**src/sv/iirl_pkg.sv**
```systemverilog
`default_nettype none
package iirl_pkg;

	localparam int IIRL_CAPACITY = 16;

	localparam int OPCODE_W = 3;
	localparam int POS_W    = 4;
	localparam int WORD_W   = 32;
	localparam int COUNT_W  = 5;
	localparam int STATUS_W = 2;

	localparam logic [OPCODE_W-1:0] OP_PUSH_BACK  = 3'd0;
	localparam logic [OPCODE_W-1:0] OP_PUSH_FRONT = 3'd1;
	localparam logic [OPCODE_W-1:0] OP_INSERT_AT  = 3'd2;
	localparam logic [OPCODE_W-1:0] OP_POP_BACK   = 3'd3;
	localparam logic [OPCODE_W-1:0] OP_POP_FRONT  = 3'd4;
	localparam logic [OPCODE_W-1:0] OP_REMOVE_AT  = 3'd5;
	localparam logic [OPCODE_W-1:0] OP_READ_AT    = 3'd6;

	localparam logic [STATUS_W-1:0] ST_OK   = 2'd0;
	localparam logic [STATUS_W-1:0] ST_FULL = 2'd1;
	localparam logic [STATUS_W-1:0] ST_BAD  = 2'd2;

	// Shift command broadcast to every cell of the chain.
	typedef struct packed {
		logic ins;
		logic rem;
	} iirl_ctl_t;

endpackage
`default_nettype wire

```
**src/sv/iirl_if.sv**
```systemverilog
`default_nettype none
interface iirl_req_if;
	import iirl_pkg::*;
	logic                         valid;
	logic                         ready;
	logic        [OPCODE_W-1:0]   opcode;
	logic        [POS_W-1:0]      position;
	logic signed [WORD_W-1:0]     value;

	modport source (output valid, opcode, position, value, input ready);
	modport sink   (input valid, opcode, position, value, output ready);
endinterface

interface iirl_rsp_if;
	import iirl_pkg::*;
	logic                         valid;
	logic                         ready;
	logic signed [WORD_W-1:0]     data;
	logic        [COUNT_W-1:0]    count;
	logic        [STATUS_W-1:0]   status;

	modport source (output valid, data, count, status, input ready);
	modport sink   (input valid, data, count, status, output ready);
endinterface
`default_nettype wire

```
**src/sv/indexed_insert_remove_list.sv**
```systemverilog
`default_nettype none
// Channel | Dir | Modport     | Payload
// req     | in  | iirl_req_if | opcode[2:0], position[3:0], value[31:0] signed
// rsp     | out | iirl_rsp_if | data[31:0] signed, count[4:0], status[1:0]
//
// One transaction in, one transaction out. The whole operation is done in
// the cycle of acceptance: every cell of the chain shifts, loads or holds at
// once, and the result is written into the output register at the same edge.
// Throughput is one transaction per cycle; req.ready only drops while a
// result waits in the output register and rsp.ready is low.
// arst_n clears the count and the output valid; the cells are not reset.
module indexed_insert_remove_list #(
	parameter int CAPACITY = iirl_pkg::IIRL_CAPACITY
) (
	input wire logic       clk,
	input wire logic       arst_n,
	iirl_req_if.sink       req,
	iirl_rsp_if.source     rsp
);
	import iirl_pkg::*;

	localparam int IW = (CAPACITY > 1) ? $clog2(CAPACITY) : 1;
	localparam int CW = $clog2(CAPACITY + 1);
	// Compare width wide enough for both the position field and the count.
	localparam int PW = (CW > POS_W) ? CW : POS_W;
	localparam logic [CW-1:0] FULL_CNT = CW'(CAPACITY);

	logic [CW-1:0]             cnt_q;
	logic [CW-1:0]             cnt_next;
	logic                      vld_q;
	logic signed [WORD_W-1:0]  data_q;
	logic [COUNT_W-1:0]        count_q;
	logic [STATUS_W-1:0]       status_q;

	logic                      acc;
	logic                      full;
	logic                      empty;
	logic                      pos_ok;
	logic [IW-1:0]             at;
	logic                      do_ins;
	logic                      do_rem;
	logic                      do_rd;
	logic [STATUS_W-1:0]       status_d;
	iirl_ctl_t                 ctl;

	logic signed [WORD_W-1:0]  cell_q   [CAPACITY];
	logic signed [WORD_W-1:0]  cell_tap [CAPACITY];
	logic signed [WORD_W-1:0]  rd_word;

	assign req.ready = !vld_q || rsp.ready;
	assign acc       = req.valid && req.ready;

	assign full   = (cnt_q == FULL_CNT);
	assign empty  = (cnt_q == '0);
	assign pos_ok = (PW'(req.position) < PW'(cnt_q));

	// Opcode decode: target slot, which shift, and the status.
	always_comb begin
		at       = '0;
		do_ins   = 1'b0;
		do_rem   = 1'b0;
		do_rd    = 1'b0;
		status_d = ST_OK;
		unique case (req.opcode)
			OP_PUSH_BACK, OP_PUSH_FRONT, OP_INSERT_AT: begin
				if (req.opcode == OP_PUSH_BACK) begin
					at = IW'(cnt_q);
				end else if (req.opcode == OP_INSERT_AT) begin
					// Position at or past the end appends.
					at = pos_ok ? IW'(req.position) : IW'(cnt_q);
				end
				if (full) begin
					status_d = ST_FULL;
				end else begin
					do_ins = 1'b1;
				end
			end
			OP_POP_BACK, OP_POP_FRONT: begin
				if (req.opcode == OP_POP_BACK) begin
					at = IW'(cnt_q - CW'(1));
				end
				if (empty) begin
					status_d = ST_BAD;
				end else begin
					do_rem = 1'b1;
				end
			end
			OP_REMOVE_AT, OP_READ_AT: begin
				at = IW'(req.position);
				if (!pos_ok) begin
					status_d = ST_BAD;
				end else if (req.opcode == OP_REMOVE_AT) begin
					do_rem = 1'b1;
				end else begin
					do_rd = 1'b1;
				end
			end
			default: begin
				status_d = ST_BAD;
			end
		endcase
	end

	assign ctl.ins = acc && do_ins;
	assign ctl.rem = acc && do_rem;

	always_comb begin
		cnt_next = cnt_q;
		if (do_ins) begin
			cnt_next = cnt_q + CW'(1);
		end else if (do_rem) begin
			cnt_next = cnt_q - CW'(1);
		end
	end

	// Chain of cells: each takes its left neighbor on insert and its right
	// neighbor on remove. The end cells see zero beyond the chain.
	for (genvar i = 0; i < CAPACITY; i++) begin : g_cell
		logic signed [WORD_W-1:0] left_w;
		logic signed [WORD_W-1:0] right_w;
		if (i == 0) begin : g_first
			assign left_w = '0;
		end else begin : g_mid_l
			assign left_w = cell_q[i-1];
		end
		if (i == CAPACITY - 1) begin : g_last
			assign right_w = '0;
		end else begin : g_mid_r
			assign right_w = cell_q[i+1];
		end
		iirl_cell #(
			.IDX (i),
			.IW  (IW)
		) u_cell (
			.clk   (clk),
			.ctl   (ctl),
			.at    (at),
			.val   (req.value),
			.left  (left_w),
			.right (right_w),
			.q     (cell_q[i]),
			.tap   (cell_tap[i])
		);
	end

	// OR bus over the one-hot cell taps.
	always_comb begin
		rd_word = '0;
		for (int i = 0; i < CAPACITY; i++) begin
			rd_word = rd_word | cell_tap[i];
		end
	end

	always_ff @(posedge clk or negedge arst_n) begin
		if (!arst_n) begin
			cnt_q <= '0;
			vld_q <= 1'b0;
		end else begin
			if (acc) begin
				cnt_q <= cnt_next;
				vld_q <= 1'b1;
			end else if (rsp.ready) begin
				vld_q <= 1'b0;
			end
		end
	end

	always_ff @(posedge clk) begin
		if (acc) begin
			data_q   <= (do_rem || do_rd) ? rd_word : '0;
			count_q  <= COUNT_W'(cnt_next);
			status_q <= status_d;
		end
	end

	assign rsp.valid  = vld_q;
	assign rsp.data   = data_q;
	assign rsp.count  = count_q;
	assign rsp.status = status_q;

endmodule
`default_nettype wire

```
**src/sv/iirl_cell.sv**
```systemverilog
`default_nettype none
module iirl_cell #(
	parameter int IDX = 0,
	parameter int IW  = 4
) (
	input  wire logic                             clk,
	input  wire iirl_pkg::iirl_ctl_t              ctl,
	input  wire logic [IW-1:0]                    at,
	input  wire logic signed [iirl_pkg::WORD_W-1:0] val,
	input  wire logic signed [iirl_pkg::WORD_W-1:0] left,
	input  wire logic signed [iirl_pkg::WORD_W-1:0] right,
	output logic signed [iirl_pkg::WORD_W-1:0]      q,
	output logic signed [iirl_pkg::WORD_W-1:0]      tap
);
	import iirl_pkg::*;

	localparam logic [IW-1:0] MY_IDX = IW'(IDX);

	logic signed [WORD_W-1:0] word_q;
	logic                     hit;
	logic                     below;

	assign hit   = (at == MY_IDX);
	assign below = (at < MY_IDX);

	always_ff @(posedge clk) begin
		priority if (ctl.ins && hit) begin
			word_q <= val;
		end else if (ctl.ins && below) begin
			word_q <= left;
		end else if (ctl.rem && (hit || below)) begin
			word_q <= right;
		end else begin
			word_q <= word_q;
		end
	end

	assign q   = word_q;
	// Read port: only the addressed cell puts its word on the OR bus.
	assign tap = hit ? word_q : '0;

endmodule
`default_nettype wire

```
**src/flat_wrapper.sv**
```systemverilog
// flat-port wrapper written by rule: the top's interface ports become plain ports
module indexed_insert_remove_list_flat import iirl_pkg::*;
#(
	parameter int CAPACITY = iirl_pkg::IIRL_CAPACITY
)
  (clk, arst_n, req_valid, req_opcode, req_position, req_value, req_ready, rsp_valid, rsp_data, rsp_count, rsp_status, rsp_ready);
  iirl_req_if req_i ();
  iirl_rsp_if rsp_i ();
  input wire logic clk;
  input wire logic arst_n;
  input wire logic [$bits(req_i.valid)-1:0] req_valid;
  input wire logic [$bits(req_i.opcode)-1:0] req_opcode;
  input wire logic [$bits(req_i.position)-1:0] req_position;
  input wire logic [$bits(req_i.value)-1:0] req_value;
  output wire logic [$bits(req_i.ready)-1:0] req_ready;
  output wire logic [$bits(rsp_i.valid)-1:0] rsp_valid;
  output wire logic [$bits(rsp_i.data)-1:0] rsp_data;
  output wire logic [$bits(rsp_i.count)-1:0] rsp_count;
  output wire logic [$bits(rsp_i.status)-1:0] rsp_status;
  input wire logic [$bits(rsp_i.ready)-1:0] rsp_ready;
  assign req_i.valid = req_valid;
  assign req_i.opcode = req_opcode;
  assign req_i.position = req_position;
  assign req_i.value = req_value;
  assign req_ready = req_i.ready;
  assign rsp_valid = rsp_i.valid;
  assign rsp_data = rsp_i.data;
  assign rsp_count = rsp_i.count;
  assign rsp_status = rsp_i.status;
  assign rsp_i.ready = rsp_ready;
  indexed_insert_remove_list #(.CAPACITY(CAPACITY)) u_core (.clk(clk), .arst_n(arst_n), .req(req_i), .rsp(rsp_i));
endmodule
```
**config.mk**
```make
export PLATFORM = sky130hd
export DESIGN_NAME = indexed_insert_remove_list_flat
export DESIGN_NICKNAME = d
export VERILOG_FILES = /design/src/sv/iirl_pkg.sv /design/src/sv/iirl_if.sv /design/src/sv/indexed_insert_remove_list.sv /design/src/sv/iirl_cell.sv /design/src/flat_wrapper.sv
export SDC_FILE = /design/constraint.sdc
export NUM_CORES = 1
export LEC_CHECK = 0
export BUFFER_PORTS_ARGS = -buffer_cell sky130_fd_sc_hd__buf_2
export CAP_MARGIN = 20
export CORE_UTILIZATION = 48
export DETAILED_ROUTE_END_ITERATION = 10
export GPL_TIMING_DRIVEN = 0
export SLEW_MARGIN = 20
export SYNTH_ARGS = -nofsm -noshare
export SYNTH_HDL_FRONTEND = slang
export SYNTH_SLANG_ARGS = --single-unit
```
**constraint.sdc**
```tcl
create_clock -name clk -period 8.73 [get_ports clk]
set_input_delay 0.4365 -clock clk [delete_from_list [all_inputs] [get_ports clk]]
set_output_delay 0.4365 -clock clk [all_outputs]
set_load 0.02 [all_outputs]
```
==> results.json, run 1 <==
{
  "track_usage": 0.402,
  "worst_setup_hold_path_clk_slew_ns": 0.06,
  "drt_first_iter_violations": 4457,
  "rows": 93,
  "drt-total-wl_um": 136000,
  "switching_share": 0.359,
  "rrSetupSlack_ns": 2.42,
  "cts_tree": "built",
  "cts-buffers-inserted": 66,
  "r2r_end": "u_core.g_cell[0].u_cell.q[10]",
  "dieArea_um2": 66300,
  "rsz0062_at_grt": "false",
  "layout.nets": 3130,
  "slew_viol_final": 0,
  "drtPass1Iterations": 9,
  "timing.final.crit_share": 0.723,
  "relSlewSlack": 0.176,
  "synth.cell_area_um2": 31400,
  "grt_antenna_before_repair": 2,
  "hold_viol_final": 0,
  "synth.largest_area_cell": "edfxtp_1",
  "syn_nets": 2952,
  "grt_max_degree": 34,
  "synth-edff-count": 551,
  "gp_congestion": 0.997,
  "leakage_uw": 0.0130,
  "combinationalPowerShare": 0.304,
  "synth-seq-cells": 557,
  "hold_end": "u_core.rsp.valid",
  "crit_required_ns": 9.04,
  "drive_above_1_share": 0.131,
  "cts_buffer_depth": 3,
  "endpoint_kind": "flip-flop",
  "antenna_left": 0,
  "hp-class": "input pin to flip-flop",
  "h-tree-depth": 3,
  "intPower_uw": 5930,
  "design_area_um2": 35700,
  "die_height_um": 258,
  "synthFlopType": "edfxtp_1",
  "postCtsSetupRepairBufs": 0,
  "die_w_um": 258,
  "initial_core_util": 0.486,
  "arrival_ns": 6.62,
  "net-switching-power_uw": 3310,
  "critPathKind": "flip-flop to flip-flop",
  "avgSynthCellArea_um2": 10.8,
  "pwr_density_cell_nw_per_um2": 259,
  "clock_latency_ns": 0.63,
  "synthTopCellsByArea": "edfxtp_1 53%, mux2i_1 13%, nand2_1 5.4%",
  "status": "complete, no violations",
  "drv_cap": 0,
  "clockPowerShare": 0.302,
  "areaGrowthSynthToFinish_pct": 13.8,
  "setup_viol_count_final": 0,
  "startpoint_type": "flip-flop",
  "vias": 27704,
  "gr-total-overflow": 0,
  "skew_ns": 0.0207,
  "syn-instance-count": 2903,
  "yosys_warnings": 0,
  "io_buffers": 83,
  "synth_top_area_share": 0.528,
  "path_max_fanout": 33,
  "crit_path_start": "u_core.cnt_q[3]",
  "root_buffer": "clkbuf_16",
  "r2r_cells": 15,
  "timing.rr.start": "u_core.cnt_q[3]",
  "fmax_mhz": 159,
  "ys_types": 69,
  "min_period_ns": 6.31,
  "grt_pass1_vias": 26400,
  "place_area_um2": 33600,
  "power.total_uw": 9240,
  "hpwl_um": 92600,
  "drc": 0,
  "vdd_drop_max_uv": 146,
  "grt_pass1_wl_um": 191000,
  "clock-sinks": 557,
  "worst_pin_slew_ns": 1.23,
  "fp.coreArea_um2": 64500,
  "whs_path_depth": 2,
  "yosysSeqAreaShare": 0.533,
  "pwr-share-seq": 0.394,
  "avgViaCountPerCell": 6.95,
  "io_pins": 84,
  "hp-start": "req_valid",
  "wl_per_cell_um": 34.1,
  "ys_async_sr_fraction": 0.0108
}
==> layout by cell type (no fill, tap or decap), types with 7 or more instances in the layout <==
cell | netlist | routed
buf_4 | 29 | 29
mux2_2 | 33 | 33
mux4_2 | 31 | 31
o21ai_0 | 186 | 186
a21oi_1 | 235 | 230
nand2b_1 | 7 | 7
clkbuf_1 | 149 | 167
and2_1 | 9 | 8
clkinv_1 | 1 | 11
buf_2 | 70 | 153
clkinv_2 | 0 | 7
a221oi_1 | 85 | 85
xnor2_1 | 7 | 7
a22o_1 | 62 | 62
nand3_1 | 9 | 9
nor3_1 | 17 | 16
a31oi_1 | 71 | 70
nand2_1 | 455 | 454
mux2i_1 | 394 | 394
nand4_1 | 9 | 9
o21ai_1 | 13 | 12
nor2_4 | 2 | 7
buf_16 | 0 | 16
nor2_1 | 309 | 303
buf_12 | 0 | 7
a211oi_1 | 7 | 7
edfxtp_1 | 551 | 551
a41oi_1 | 28 | 28
clkbuf_16 | 0 | 68
o22ai_1 | 34 | 34
==> power by group through the flow <==
stage / Sequential (µW) / Clock [µW] / Combinational (µW)
floorplan: 3650 / 0 / 1590
CTS: 3620 / 2780 / 2700
global route: 3660 / 2870 / 2890
global placement: 3700 / 0 / 2520
detailed placement: 3670 / 0 / 2690
finish: 3640 / 2790 / 2810
==> cells in the mapped netlist (all sizes together), types with 2 or more instances <==
cell type and count:
nor4 9, a221oi 85, mux2 33, o22ai 34
xor2 2, a311oi 2, mux4 31, o21ai 200
mux2i 394, a31o 2, ha 6, edfxtp 551
or3 4, inv 9, a2bb2oi 3, nand3 10
and4 3, a31oi 71, dfrtp 6, a21oi 236
a22o 62, a22oi 6, nor2b 4, nor2 316
nand2 457, nand4 9, a211oi 7, nor3 21
o211ai 2, a2111oi 2, buf 105, clkbuf 151
a41oi 28, and2 9, xnor2 7, nand2b 8
and3 4
==> timing repair <==
action | CTS | global route
hold endpoints to repair | 6 | 0
hold buffers | 1 | 0
endpoints found under the setup margin | 0 | 0
gates resized for setup | 0 | 0
==> worst max path at each step <==
stage / cells after the start / slack (ns) / end
final: 15 / 2.42 / u_core.g_cell[0].u_cell.q[10]
after global routing: 15 / 2.20 / u_core.g_cell[0].u_cell.q[10]
after CTS: 15 / 2.48 / u_core.g_cell[0].u_cell.q[10]
after detailed placement: 15 / 2.52 / u_core.g_cell[0].u_cell.q[16]
after global placement: 13 / -2.11 / u_core.g_cell[0].u_cell.q[10]
after floorplan: 12 / 2.93 / u_core.g_cell[0].u_cell.q[0]
==> registers in the layout, summed over array words and instances (netlist names) <==
name / count
u_core.cnt_q: 5
u_core.g_cell.u_cell.q: 512
u_core.rsp.count: 5
u_core.rsp.data: 32
u_core.rsp.status: 2
u_core.rsp.valid: 1
==> worst max-delay path, cell delays in order (launching register included) <==
cell	delay (ns)
dfrtp_1	0.33
clkbuf_1	0.37
inv_1	0.11
ha_1	0.32
o21ai_1	0.11
nor2b_1	0.42
nor4_1	0.16
o32ai_2	0.73
o21ai_2	0.41
inv_2	0.63
buf_16	0.25
nand2_1	0.25
inv_4	0.64
nand2_1	0.37
nor2_4	0.59
buf_12	0.28
==> stage by stage <==
| stage | std cells | worst slack [ns] | setup TNS, ns | util | hold slack (ns) |
|---|---|---|---|---|---|
| finish | 3987 | 2.42 | 0 | 0.554 | 0.0311 |
| global route | 3984 | 2.20 | 0 | 0.554 | 0.0536 |
| CTS | 3982 | 2.48 | 0 | 0.553 | 0.0163 |
| detailed placement | 3866 | 2.52 | 0 | 0.521 | 0.279 |
| global placement | 3841 | -2.11 | -161.45 | 0.509 | 0.270 |
| floorplan | 2903 | 2.93 | 0 | - | 0.141 |
==> logic make-up (layout without fill, tap and decap cells) <==
family	after synthesis	count (layout)	share of synthesized area
and+or+nand+nor	857	857	0.113
muxes	458	458	0.160
DFF	557	557	0.533
AOI/OAI and AO/OA	750	750	0.151
xor gates and xnor gates	9	9	0.00251
buffers and inverters	266	491	0.0387
other	0	4	0
adders and majority gates	6	6	0.00239
==> cell type report <==
type	count	area [µm²]
buffer	256	1180
tap	855	1070
clock buffer	88	1790
sequential	557	16700
fill	5689	28800
multi-input combinational	2080	13600
inverter	10	43.8
timing repair buffer	110	1050
antenna	4	10.0
clock inverter	27	284
==> metal layers <==
layer	share of wire	global-route usage	vias up
li1	-	-	11308
met2	0.42	0.579	2429
met4	0.060	0.227	2
met5	0.00046	0.00926	-
met1	0.38	0.545	13468
met3	0.14	0.112	497
Note: power is estimated with default switching activity, not from simulation.
==> run 2: changes to the inputs <==
==> constraint.sdc (replaced) <==
create_clock -name clk -period 6.01 [get_ports clk]
set_input_delay 0.3005 -clock clk [delete_from_list [all_inputs] [get_ports clk]]
set_output_delay 0.3005 -clock clk [all_outputs]
set_load 0.02 [all_outputs]
==> run 2 against run 1 <==
Setup slack worse by 2.2 ns. Sequential share of layout area down 0.097 points. Cell count grew 0.15%. Clock power grew 46%. Die area unchanged. Total power is 45% higher. Critical path type unchanged. Largest cell class unchanged.
==> results.json, run 2 (synthesis results as in run 1) <==
{
  "fmax_mhz": 172,
  "hpwl_um": 92600,
  "hold_viol_final": 0,
  "relSlewSlack": 0.151,
  "status": "complete, no violations",
  "mostFrequentLayoutCell": "edfxtp_1",
  "root_buffer": "clkbuf_16",
  "grt_max_degree": 34,
  "endpoint_kind": "flip-flop",
  "worst_setup_hold_path_clk_slew_ns": 0.06,
  "wl_per_cell_um": 34.1,
  "multi_input_area_um2": 13600,
  "gp_congestion": 0.997,
  "hp-class": "input pin to async pin",
  "io_pins": 84,
  "min_period_ns": 5.80,
  "dieArea_um2": 66300,
  "cts-buffers-inserted": 66,
  "seqCellArea_um2": 16700,
  "drive_above_1_share": 0.132,
  "drt-total-wl_um": 136000,
  "antenna_left": 0,
  "grt_pass1_vias": 26416,
  "critPathKind": "flip-flop to flip-flop",
  "areaGrowthSynthToFinish_pct": 14.1,
  "slew_viol_final": 0,
  "switching_share": 0.359,
  "setup_viol_count_final": 0,
  "drv_cap": 0,
  "io_buffers": 83,
  "h-tree-depth": 3,
  "mostFrequentLayoutCells": "551 x edfxtp_1, 454 x nand2_1, 394 x mux2i_1",
  "clock-sinks": 557,
  "largest_reg_flops": 512,
  "power.total_uw": 13400,
  "grt_antenna_before_repair": 2,
  "initial_core_util": 0.486,
  "clock_latency_ns": 0.63,
  "skew_ns": 0.0208,
  "track_usage": 0.402,
  "leakage_uw": 0.0130,
  "fillCellCount": 5680,
  "rsz0062_at_grt": "false",
  "drt_first_iter_violations": 4628,
  "drc": 0,
  "crit_required_ns": 6.32,
  "pwr-share-seq": 0.393,
  "drtPass1Iterations": 7,
  "clockPowerShare": 0.303,
  "worst_pin_slew_ns": 1.26,
  "design_area_um2": 35800,
  "pwr_density_cell_nw_per_um2": 376,
  "gr-total-overflow": 0,
  "combinationalPowerShare": 0.304,
  "net-switching-power_uw": 4820,
  "cts_tree": "built",
  "startpoint_type": "flip-flop",
  "hold_slack_ns": 0.0403,
  "die_height_um": 258,
  "die_w_um": 258,
  "place_area_um2": 33600,
  "vdd_drop_max_uv": 211,
  "intPower_uw": 8610,
  "vias": 27738,
  "cts_buffer_depth": 3,
  "path_max_fanout": 33,
  "timing.final.crit_share": 0.965,
  "avgViaCountPerCell": 6.95,
  "grt_pass1_wl_um": 191000,
  "layout.nets": 3135,
  "arrival_ns": 6.11,
  "fp.coreArea_um2": 64500,
  "rows": 93
}
==> run 2: cell types whose count changed in the layout (fill, tap and decap cells not counted), sizes merged <==
cell | before | now
diode | 4 | 5
dlygate4sd3 | 1 | 3
buf | 213 | 216
==> run 2: what timing repair did <==
item	in CTS	in global routing
endpoints found under the hold margin	7	0
hold buffers	3	0
pin swaps	0	1
setup buffers	0	3
setup endpoints to repair	89	80
resized for setup	2	1
==> run 2: worst paths after layout <==
check / from / to / slack [ns] / cells after the start
worst max-delay path: u_core.cnt_q[3] / u_core.g_cell[1].u_cell.q[9] / 0.21 / 15
worst min-delay path: arst_n / u_core.cnt_q[3] / 0.04 / 2
worst max register to register: u_core.cnt_q[3] / u_core.g_cell[1].u_cell.q[9] / 0.21 / 15
worst min register to register: u_core.g_cell[8].u_cell.q[19] / u_core.g_cell[7].u_cell.q[19] / 0.60 / 2
max in group asynchronous: arst_n / u_core.cnt_q[1] / 5.81 / 2
min in group clk: req_value[6] / u_core.g_cell[0].u_cell.q[6] / 0.08 / 2
==> run 2: final cells by class <==
| type | instances | share of cell area |
|---|---|---|
| diodes | 5 | 0.000350 |
| clock buffers | 88 | 0.0500 |
| clock inverters | 27 | 0.00794 |
| well taps | 855 | 0.0299 |
| multi-input cells | 2080 | 0.380 |
| plain buffers | 256 | 0.0329 |
| flip-flops and latches | 557 | 0.467 |
| repair buffers | 115 | 0.0309 |
| inverters | 10 | 0.00136 |
==> run 2: stage by stage <==
step	TNS, ns	utilization	cells	setup WS [ns]
finish	0	0.555	3993	0.208
CTS	0	0.554	3984	0.0940
floorplan	0	-	2903	0.209
global route	0	0.555	3989	0.0501
detailed placement	-9.33	0.521	3866	-0.195
global placement	-976.03	0.509	3841	-4.83
==> run 2: power groups by stage <==
stage               registers [µW]  clock network, µW  logic (µW)
finish                        5280               4070        4090
global route                  5310               4170        4210
CTS                           5260               4040        3920
detailed placement            5340                  0        3900
global placement              5370                  0        3670
floorplan                     5300                  0        2310
==> run 2: critical path, stage by stage, from the launching register on <==
cell and delay [ns]:
dfrtp_1 0.33, clkbuf_1 0.37, inv_1 0.12, ha_1 0.33, o21ai_1 0.11, nor2b_1 0.44
nor4_1 0.20, o32ai_4 0.55, o21ai_2 0.37, inv_4 0.44, buf_16 0.22, nand2_1 0.27
inv_6 0.51, nand2_1 0.33, nor2_4 0.55, buf_12 0.27
==> run 2: per-layer routing <==
layer  track usage  vias up  part of all wire
met4         0.226        2             0.060
li1              -    11324                 -
met2         0.580     2408              0.42
met1         0.545    13498              0.38
met5       0.00926        -           0.00057
met3         0.111      506              0.14
